`src/rtl/ppt_pkg.sv`:
```
// Shared constants, codes and types for the positional pair table.
package ppt_pkg;

   localparam int CAPACITY    = 16;
   localparam int KEY_WIDTH   = 32;
   localparam int VALUE_WIDTH = 32;

   // Fixed port field widths
   localparam int FIELD_W = 32;
   localparam int FUNC_W  = 2;
   localparam int POS_W   = 5;
   localparam int FOUND_W = 4;
   localparam int COUNT_W = 5;

   // Internal widths derived from capacity
   localparam int IDX_W = (CAPACITY > 1) ? $clog2(CAPACITY) : 1;
   localparam int CNT_W = $clog2(CAPACITY + 1);
   localparam int CMP_W = (CNT_W > POS_W) ? CNT_W : POS_W;

   typedef enum logic [FUNC_W-1:0] {
      FUNC_INSERT = 2'd0,
      FUNC_REMOVE = 2'd1,
      FUNC_UPDATE = 2'd2,
      FUNC_READ   = 2'd3
   } func_type;

   typedef enum logic [1:0] {
      STATUS_OK    = 2'd0,
      STATUS_FULL  = 2'd1,
      STATUS_RANGE = 2'd2,
      STATUS_MISS  = 2'd3
   } status_type;

   typedef enum logic [2:0] {
      CELL_HOLD,
      CELL_FROM_LO,
      CELL_FROM_HI,
      CELL_LOAD,
      CELL_SET_VAL
   } cell_op_type;

   typedef struct packed {
      cell_op_type op;
   } cell_ctl_type;

endpackage

```
`src/rtl/ppt_if.sv`:
```
// Request and response channel interfaces for the positional pair table.
interface ppt_req_if;
   logic                                  valid;
   logic                                  ready;
   ppt_pkg::func_type                     func;
   logic        [ppt_pkg::POS_W-1:0]      position;
   logic signed [ppt_pkg::FIELD_W-1:0]    key;
   logic signed [ppt_pkg::FIELD_W-1:0]    value;

   modport source (output valid, func, position, key, value, input ready);
   modport sink   (input valid, func, position, key, value, output ready);
endinterface

interface ppt_rsp_if;
   logic                                  valid;
   logic                                  ready;
   logic signed [ppt_pkg::FIELD_W-1:0]    key_out;
   logic signed [ppt_pkg::FIELD_W-1:0]    value_out;
   logic        [ppt_pkg::FOUND_W-1:0]    found_position;
   logic        [ppt_pkg::COUNT_W-1:0]    entry_count;
   ppt_pkg::status_type                   status;

   modport source (output valid, key_out, value_out, found_position, entry_count, status,
                   input ready);
   modport sink   (input valid, key_out, value_out, found_position, entry_count, status,
                   output ready);
endinterface

```
`src/rtl/ppt_cell.sv`:
```
// One storage cell of the pair chain: holds a pair, takes a neighbor's pair, loads a new pair or sets its value.
module ppt_cell (
   input  logic                               clock,
   input  ppt_pkg::cell_ctl_type              ctl,
   input  logic [ppt_pkg::KEY_WIDTH-1:0]      lo_key,
   input  logic [ppt_pkg::VALUE_WIDTH-1:0]    lo_val,
   input  logic [ppt_pkg::KEY_WIDTH-1:0]      hi_key,
   input  logic [ppt_pkg::VALUE_WIDTH-1:0]    hi_val,
   input  logic [ppt_pkg::KEY_WIDTH-1:0]      new_key,
   input  logic [ppt_pkg::VALUE_WIDTH-1:0]    new_val,
   output logic [ppt_pkg::KEY_WIDTH-1:0]      key,
   output logic [ppt_pkg::VALUE_WIDTH-1:0]    val,
   output logic                               match
);

   logic [ppt_pkg::KEY_WIDTH-1:0]   key_ff, key_in;
   logic [ppt_pkg::VALUE_WIDTH-1:0] val_ff, val_in;

   always_comb begin
      key_in = key_ff;
      val_in = val_ff;
      unique case (ctl.op)
         ppt_pkg::CELL_HOLD: begin
         end
         ppt_pkg::CELL_FROM_LO: begin
            key_in = lo_key;
            val_in = lo_val;
         end
         ppt_pkg::CELL_FROM_HI: begin
            key_in = hi_key;
            val_in = hi_val;
         end
         ppt_pkg::CELL_LOAD: begin
            key_in = new_key;
            val_in = new_val;
         end
         ppt_pkg::CELL_SET_VAL: begin
            val_in = new_val;
         end
         default: begin
         end
      endcase
   end

   always_ff @(posedge clock) begin
      key_ff <= key_in;
      val_ff <= val_in;
   end

   assign key   = key_ff;
   assign val   = val_ff;
   assign match = (key_ff == new_key);

endmodule

```
`src/rtl/positional_pair_table.sv`:
```
// Top level of the positional pair table: control, cell chain and response register.
// Response valid is registered in the cycle after the request transaction.
// Throughput: one request per cycle unless stalled; the cell chain completes each operation.
// A new request is taken while the response register is empty or being drained.
// Reset (synchronous) clears the entry count and response valid; cell contents stay undefined.
module positional_pair_table (
   input  logic        clock,
   input  logic        reset,
   ppt_req_if.sink     req,
   ppt_rsp_if.source   rsp
);

   localparam int CAP = ppt_pkg::CAPACITY;
   localparam int KW  = ppt_pkg::KEY_WIDTH;
   localparam int VW  = ppt_pkg::VALUE_WIDTH;
   localparam int IW  = ppt_pkg::IDX_W;
   localparam int NW  = ppt_pkg::CNT_W;
   localparam int CW  = ppt_pkg::CMP_W;
   localparam int FW  = ppt_pkg::FIELD_W;

   logic [NW-1:0]           count_ff, count_in;
   logic                    rsp_valid_ff, rsp_valid_in;
   logic [FW-1:0]           key_out_ff, key_out_in;
   logic [FW-1:0]           value_out_ff, value_out_in;
   logic [ppt_pkg::FOUND_W-1:0] found_ff, found_in;
   ppt_pkg::status_type     status_ff, status_in;

   logic                    fire;
   logic [CW-1:0]           pos_ext, cnt_ext;
   logic [KW-1:0]           new_key;
   logic [VW-1:0]           new_val;

   ppt_pkg::cell_ctl_type   cell_ctl [CAP];
   logic [KW-1:0]           cell_key [CAP];
   logic [VW-1:0]           cell_val [CAP];
   logic [CAP-1:0]          cell_match;
   logic [CAP-1:0]          valid_mask;
   logic [CAP-1:0]          hit;
   logic [CAP-1:0]          first_hit;
   logic [IW-1:0]           found_idx;

   assign req.ready = !rsp_valid_ff || rsp.ready;
   assign fire      = req.valid && req.ready;
   assign pos_ext   = CW'(req.position);
   assign cnt_ext   = CW'(count_ff);
   assign new_key   = KW'($unsigned(req.key));
   assign new_val   = VW'($unsigned(req.value));

   // Cell chain
   for (genvar i = 0; i < CAP; i++) begin : g_cell
      logic [KW-1:0] lo_key, hi_key;
      logic [VW-1:0] lo_val, hi_val;
      if (i == 0) begin : g_first
         assign lo_key = new_key;
         assign lo_val = new_val;
      end else begin : g_mid_lo
         assign lo_key = cell_key[i-1];
         assign lo_val = cell_val[i-1];
      end
      if (i == CAP - 1) begin : g_last
         assign hi_key = cell_key[i];
         assign hi_val = cell_val[i];
      end else begin : g_mid_hi
         assign hi_key = cell_key[i+1];
         assign hi_val = cell_val[i+1];
      end
      ppt_cell u_cell (
         .clock   (clock),
         .ctl     (cell_ctl[i]),
         .lo_key  (lo_key),
         .lo_val  (lo_val),
         .hi_key  (hi_key),
         .hi_val  (hi_val),
         .new_key (new_key),
         .new_val (new_val),
         .key     (cell_key[i]),
         .val     (cell_val[i]),
         .match   (cell_match[i])
      );
   end

   // First matching live entry
   always_comb begin
      for (int i = 0; i < CAP; i++) begin
         valid_mask[i] = (NW'(i) < count_ff);
      end
      hit       = cell_match & valid_mask;
      first_hit = hit & (~hit + CAP'(1));
      found_idx = '0;
      for (int i = 0; i < CAP; i++) begin
         if (first_hit[i]) begin
            found_idx = found_idx | IW'(i);
         end
      end
   end

   // Request decode, per-cell control and result
   always_comb begin
      count_in     = count_ff;
      status_in    = ppt_pkg::STATUS_OK;
      key_out_in   = '0;
      value_out_in = '0;
      found_in     = '0;
      for (int i = 0; i < CAP; i++) begin
         cell_ctl[i].op = ppt_pkg::CELL_HOLD;
      end
      unique case (req.func)
         ppt_pkg::FUNC_INSERT: begin
            if (count_ff == NW'(CAP)) begin
               status_in = ppt_pkg::STATUS_FULL;
            end else if (pos_ext > cnt_ext) begin
               status_in = ppt_pkg::STATUS_RANGE;
            end else begin
               count_in = count_ff + NW'(1);
               for (int i = 0; i < CAP; i++) begin
                  if (CW'(i) > pos_ext) begin
                     cell_ctl[i].op = ppt_pkg::CELL_FROM_LO;
                  end else if (CW'(i) == pos_ext) begin
                     cell_ctl[i].op = ppt_pkg::CELL_LOAD;
                  end
               end
            end
         end
         ppt_pkg::FUNC_REMOVE: begin
            if (pos_ext >= cnt_ext) begin
               status_in = ppt_pkg::STATUS_RANGE;
            end else begin
               count_in = count_ff - NW'(1);
               for (int i = 0; i < CAP; i++) begin
                  if (CW'(i) >= pos_ext) begin
                     cell_ctl[i].op = ppt_pkg::CELL_FROM_HI;
                  end
               end
            end
         end
         ppt_pkg::FUNC_UPDATE: begin
            if (hit == '0) begin
               status_in = ppt_pkg::STATUS_MISS;
            end else begin
               value_out_in = FW'(new_val);
               found_in     = ppt_pkg::FOUND_W'(found_idx);
               for (int i = 0; i < CAP; i++) begin
                  if (first_hit[i]) begin
                     cell_ctl[i].op = ppt_pkg::CELL_SET_VAL;
                  end
               end
            end
         end
         ppt_pkg::FUNC_READ: begin
            if (pos_ext >= cnt_ext) begin
               status_in = ppt_pkg::STATUS_RANGE;
            end else begin
               key_out_in   = FW'(cell_key[pos_ext[IW-1:0]]);
               value_out_in = FW'(cell_val[pos_ext[IW-1:0]]);
            end
         end
         default: begin
         end
      endcase
      // Cells only move on an accepted transaction
      if (!fire) begin
         count_in = count_ff;
         for (int i = 0; i < CAP; i++) begin
            cell_ctl[i].op = ppt_pkg::CELL_HOLD;
         end
      end
   end

   always_comb begin
      rsp_valid_in = rsp_valid_ff && !rsp.ready;
      if (fire) begin
         rsp_valid_in = 1'b1;
      end
   end

   always_ff @(posedge clock) begin
      if (reset) begin
         count_ff     <= '0;
         rsp_valid_ff <= 1'b0;
      end else begin
         count_ff     <= count_in;
         rsp_valid_ff <= rsp_valid_in;
      end
   end

   always_ff @(posedge clock) begin
      if (fire) begin
         key_out_ff   <= key_out_in;
         value_out_ff <= value_out_in;
         found_ff     <= found_in;
         status_ff    <= status_in;
      end
   end

   assign rsp.valid          = rsp_valid_ff;
   assign rsp.key_out        = key_out_ff;
   assign rsp.value_out      = value_out_ff;
   assign rsp.found_position = found_ff;
   assign rsp.entry_count    = ppt_pkg::COUNT_W'(count_ff);
   assign rsp.status         = status_ff;

   a_count_bound: assert property (@(posedge clock) disable iff (reset)
      count_ff <= NW'(CAP))
      else $error("entry count above capacity");

   a_insert_grows: assert property (@(posedge clock) disable iff (reset)
      fire && req.func == ppt_pkg::FUNC_INSERT && status_in == ppt_pkg::STATUS_OK
      |=> count_ff == $past(count_ff) + NW'(1))
      else $error("insert did not grow entry count");

   a_single_hit: assert property (@(posedge clock) disable iff (reset)
      $onehot0(first_hit))
      else $error("update selected more than one cell");

   a_full_status: assert property (@(posedge clock) disable iff (reset)
      rsp_valid_ff && status_ff == ppt_pkg::STATUS_FULL |-> count_ff == NW'(CAP))
      else $error("full status reported while table not full");

   a_hold_unfired: assert property (@(posedge clock) disable iff (reset)
      !fire |=> count_ff == $past(count_ff))
      else $error("entry count changed without a transaction");

endmodule

```
`src/flat_wrapper.sv`:
```
// flat-port wrapper written by rule: the top's interface ports become plain ports
module positional_pair_table_flat 
  (clock, reset, req_valid, req_func, req_position, req_key, req_value, req_ready, rsp_valid, rsp_key_out, rsp_value_out, rsp_found_position, rsp_entry_count, rsp_status, rsp_ready);
  ppt_req_if req_i ();
  ppt_rsp_if rsp_i ();
  input  logic clock;
  input  logic reset;
  input wire logic [$bits(req_i.valid)-1:0] req_valid;
  input wire logic [$bits(req_i.func)-1:0] req_func;
  input wire logic [$bits(req_i.position)-1:0] req_position;
  input wire logic [$bits(req_i.key)-1:0] req_key;
  input wire logic [$bits(req_i.value)-1:0] req_value;
  output wire logic [$bits(req_i.ready)-1:0] req_ready;
  output wire logic [$bits(rsp_i.valid)-1:0] rsp_valid;
  output wire logic [$bits(rsp_i.key_out)-1:0] rsp_key_out;
  output wire logic [$bits(rsp_i.value_out)-1:0] rsp_value_out;
  output wire logic [$bits(rsp_i.found_position)-1:0] rsp_found_position;
  output wire logic [$bits(rsp_i.entry_count)-1:0] rsp_entry_count;
  output wire logic [$bits(rsp_i.status)-1:0] rsp_status;
  input wire logic [$bits(rsp_i.ready)-1:0] rsp_ready;
  assign req_i.valid = req_valid;
  assign req_i.func = req_func;
  assign req_i.position = req_position;
  assign req_i.key = req_key;
  assign req_i.value = req_value;
  assign req_ready = req_i.ready;
  assign rsp_valid = rsp_i.valid;
  assign rsp_key_out = rsp_i.key_out;
  assign rsp_value_out = rsp_i.value_out;
  assign rsp_found_position = rsp_i.found_position;
  assign rsp_entry_count = rsp_i.entry_count;
  assign rsp_status = rsp_i.status;
  assign rsp_i.ready = rsp_ready;
  positional_pair_table u_core (.clock(clock), .reset(reset), .req(req_i), .rsp(rsp_i));
endmodule
```
`config.mk`:
```
export PLATFORM = sky130hd
export DESIGN_NAME = positional_pair_table_flat
export DESIGN_NICKNAME = d
export VERILOG_FILES = /design/src/rtl/ppt_pkg.sv /design/src/rtl/ppt_if.sv /design/src/rtl/ppt_cell.sv /design/src/rtl/positional_pair_table.sv /design/src/flat_wrapper.sv
export SDC_FILE = /design/constraint.sdc
export NUM_CORES = 2
export LEC_CHECK = 0
export BUFFER_PORTS_ARGS = -buffer_cell sky130_fd_sc_hd__buf_2
export CORE_UTILIZATION = 45
export DETAILED_ROUTE_END_ITERATION = 6
export GPL_ROUTABILITY_DRIVEN = 0
export MAX_ROUTING_LAYER = met4
export PLACE_DENSITY = 0.59
export SLEW_MARGIN = 5
export SYNTH_ARGS = -nofsm -noshare
export SYNTH_HDL_FRONTEND = slang
export SYNTH_SLANG_ARGS = --single-unit
```
`constraint.sdc`:
```
create_clock -name clock -period 7.4 [get_ports clock]
set_input_delay 0.37 -clock clock [delete_from_list [all_inputs] [get_ports clock]]
set_output_delay 0.37 -clock clock [all_outputs]
set_load 0.01 [all_outputs]
```
==> impl_metrics.tcl <==
set metrics [dict create \
    status "finished with violations" \
    violations "design-rule violations" \
    vias 58970 \
    synth_flop_cell "edfxtp_1" \
    synthDistinctLibCells 90 \
    syn2layout_area_growth_pct 9.60 \
    cts_resized 0 \
    cp_max_fo 34 \
    synth_top_area_share_pct 47.1 \
    wl_per_cell_microns 36.7 \
    mostFrequentLayoutCells "edfxtp_1 (1,094), nand2_1 (956), o21ai_0 (506), xor2_1 (387), mux2i_1 (379)" \
    rows 144 \
    fmax_ghz 0.184 \
    post_cts_buffers 0 \
    seq_area_frac_synth_pct 47.2 \
    viasPerCell 7.16 \
    drc 1 \
    grt_max_degree 98 \
    relSlewSlack_pct 9.39 \
    dp.final_hpwl_microns 198000 \
    async_flop_share_pct 0 \
    hp-class "in2reg" \
    syn_nets 6308 \
    fin_util_pct 49.7 \
    core_area_sq_mm 0.154 \
    finalSetupTns_ps 0 \
    rsz0062_at_grt "false" \
    htreeDepth 4 \
    hold_viol_final 0 \
    endpoint_kind "flip-flop" \
    cts_root_buf "clkbuf_16" \
    path_clk_slew_ps 60 \
    yosysTopAreaCell "edfxtp_1" \
    die_h_microns 396 \
    die_x_microns 396 \
    power.density_mw_per_mm2 194 \
    required_ps 7780 \
    antenna_found_initial 19 \
    numPortBuffers 151 \
    cts_buffers 131 \
    synth_area_per_cell_sq_um 11.2 \
    setup_viol 0 \
    crit_path_start_kind "flip-flop" \
    grt_overflow 0 \
    drt_wl_total_microns 302000 \
    final_common_cell "edfxtp_1" \
    clockBufferDepth 3 \
    synth-seq-cells 1100 \
    top_usage_layer "met2" \
    crit_type "reg2reg" \
    leakagePower_nw 29.4 \
    antenna_left 0 \
    num_io_pins 152 \
    fin_nets 6144 \
    arrival_ps 5830 \
    ys.warnings.count 0 \
    ir_drop_uv 247 \
    worstMarginPinSlew_ps 1360 \
    drv_slew 0 \
    finalClockSkew_ps 41.5 \
    die_area_sq_mm 0.157 \
    final.period_utilization_pct 73.5 \
    drt_first_pass_iters 7 \
    clk_latency_ps 790 \
    synthCells 6224 \
    cts_hold_buffers 2 \
    initial_core_util_pct 45.3 \
    synth_area_leaders "edfxtp_1 (47%), mux4_2 (9.3%), mux2i_1 (5.4%)" \
    use_met1_pct 48.6 \
    cts_tree "built" \
    period_needed_ps 5440 \
    gr-usage-met2_pct 55.0 \
    drt_iter0_drc 10260 \
    drv_cap 0 \
    synth_area_sq_mm 0.0698 \
    grtUsageTotal_pct 38.7 \
    gr-usage-met3_pct 11.1 \
    fin_ws_ps 1960 \
    grt_pass1_wl_microns 423000 \
    dp_slack_ps 1880 \
    synth-edff-count 1094 \
    drive_gt1_share_pct 15.7 \
    cts.sinks 1100 \
    n_fill_cell 13811 \
    grt_pass1_vias 55585 \
]
-- routing by layer --
layer	routed length, microns	share of wire, %	up-vias
met5	0	0	-
met4	23200	7.7	0
met3	40300	13	1121
met2	130000	43	5169
met1	109000	36	29137
li1	-	-	23543
-- synthesized netlist by cell type, types with 106 or more instances --
cell      number
edfxtp_1    1094
nand2_1      971
o21ai_0      508
clkbuf_1     393
xor2_1       387
mux2i_1      379
mux4_2       288
nand3_1      187
a21o_1       166
nor4_1       151
xnor2_1      129
a22oi_1      128
nor2_1       124
buf_2        122
nand4_1      106
-- flip-flops by register name, summed over array words and instances (netlist names) --
signal,cells
u_core.rsp.found_position,4
u_core.rsp.valid,1
u_core.g_cell.u_cell.key,512
u_core.rsp.value_out,32
u_core.g_cell.u_cell.val,512
u_core.rsp.key_out,32
u_core.rsp.status,2
u_core.rsp.entry_count,5
-- worst paths after layout --
kind | startpoint | end | slack (ps) | cells past startpoint
worst max-delay path | u_core.rsp.entry_count[3] | u_core.g_cell[11].u_cell.val[11] | 1960 | 7
worst min-delay path | req_value[28] | u_core.g_cell[3].u_cell.val[28] | 60 | 3
worst max register to register | u_core.rsp.entry_count[3] | u_core.g_cell[11].u_cell.val[11] | 1960 | 7
worst min register to register | u_core.rsp.entry_count[4] | u_core.rsp.entry_count[4] | 580 | 2
-- worst max-delay path, stage by stage (launching register included) --
cell     delay, ps
dfxtp_1        470
nor2_1         480
o21ai_0        560
nand2_1        200
or4_1          320
nor4b_1        620
and4_2        1200
or2_2         1150
-- cell type report --
class	instances	area (sq um)	share of cell area, %
Clock inverter	79	714	0.934
Sequential cell	1100	33000	43.1
Inverter	44	168	0.219
Clock buffer	158	3460	4.53
Timing Repair Buffer	324	2120	2.78
Multi-Input combinational cell	4459	34400	45.0
Tap cell	2044	2560	3.34
Antenna cell	24	60.1	0.0785
-- per-stage QoR --
stage               cells  cell area (sq um)  hold slack [ps]  power, mW
floorplan            6224              69800              439       7.84
global placement     7967              72200              546       8.34
detailed placement   7968              72200              556       8.34
CTS                  8207              76400             40.2       14.8
global route         8224              76500             64.4       15.1
finish               8232              76500             64.1       14.8
-- power by group --
part | switching [mW] | internal [mW] | leakage, nW | total (mW)
Sequential | 0.0748 | 6.87 | 9.98 | 6.94
Combinational | 0.907 | 0.424 | 17.3 | 1.33
Clock | 2.84 | 3.73 | 2.04 | 6.56
-- logic make-up (layout without fill, tap and decap cells) --
group,Yosys count,in the layout,share of synthesized area [%]
other,0,24,0
AOI/OAI and AO/OA,1365,1365,13.4
adders and majority gates,9,9,0.161
DFF,1100,1100,47.2
and+or+nand+nor,1806,1806,12.3
muxes,762,762,16.3
buffers and inverters,665,605,4.18
xor gates and xnor gates,517,517,6.50
(Power assumes the default switching activity.)
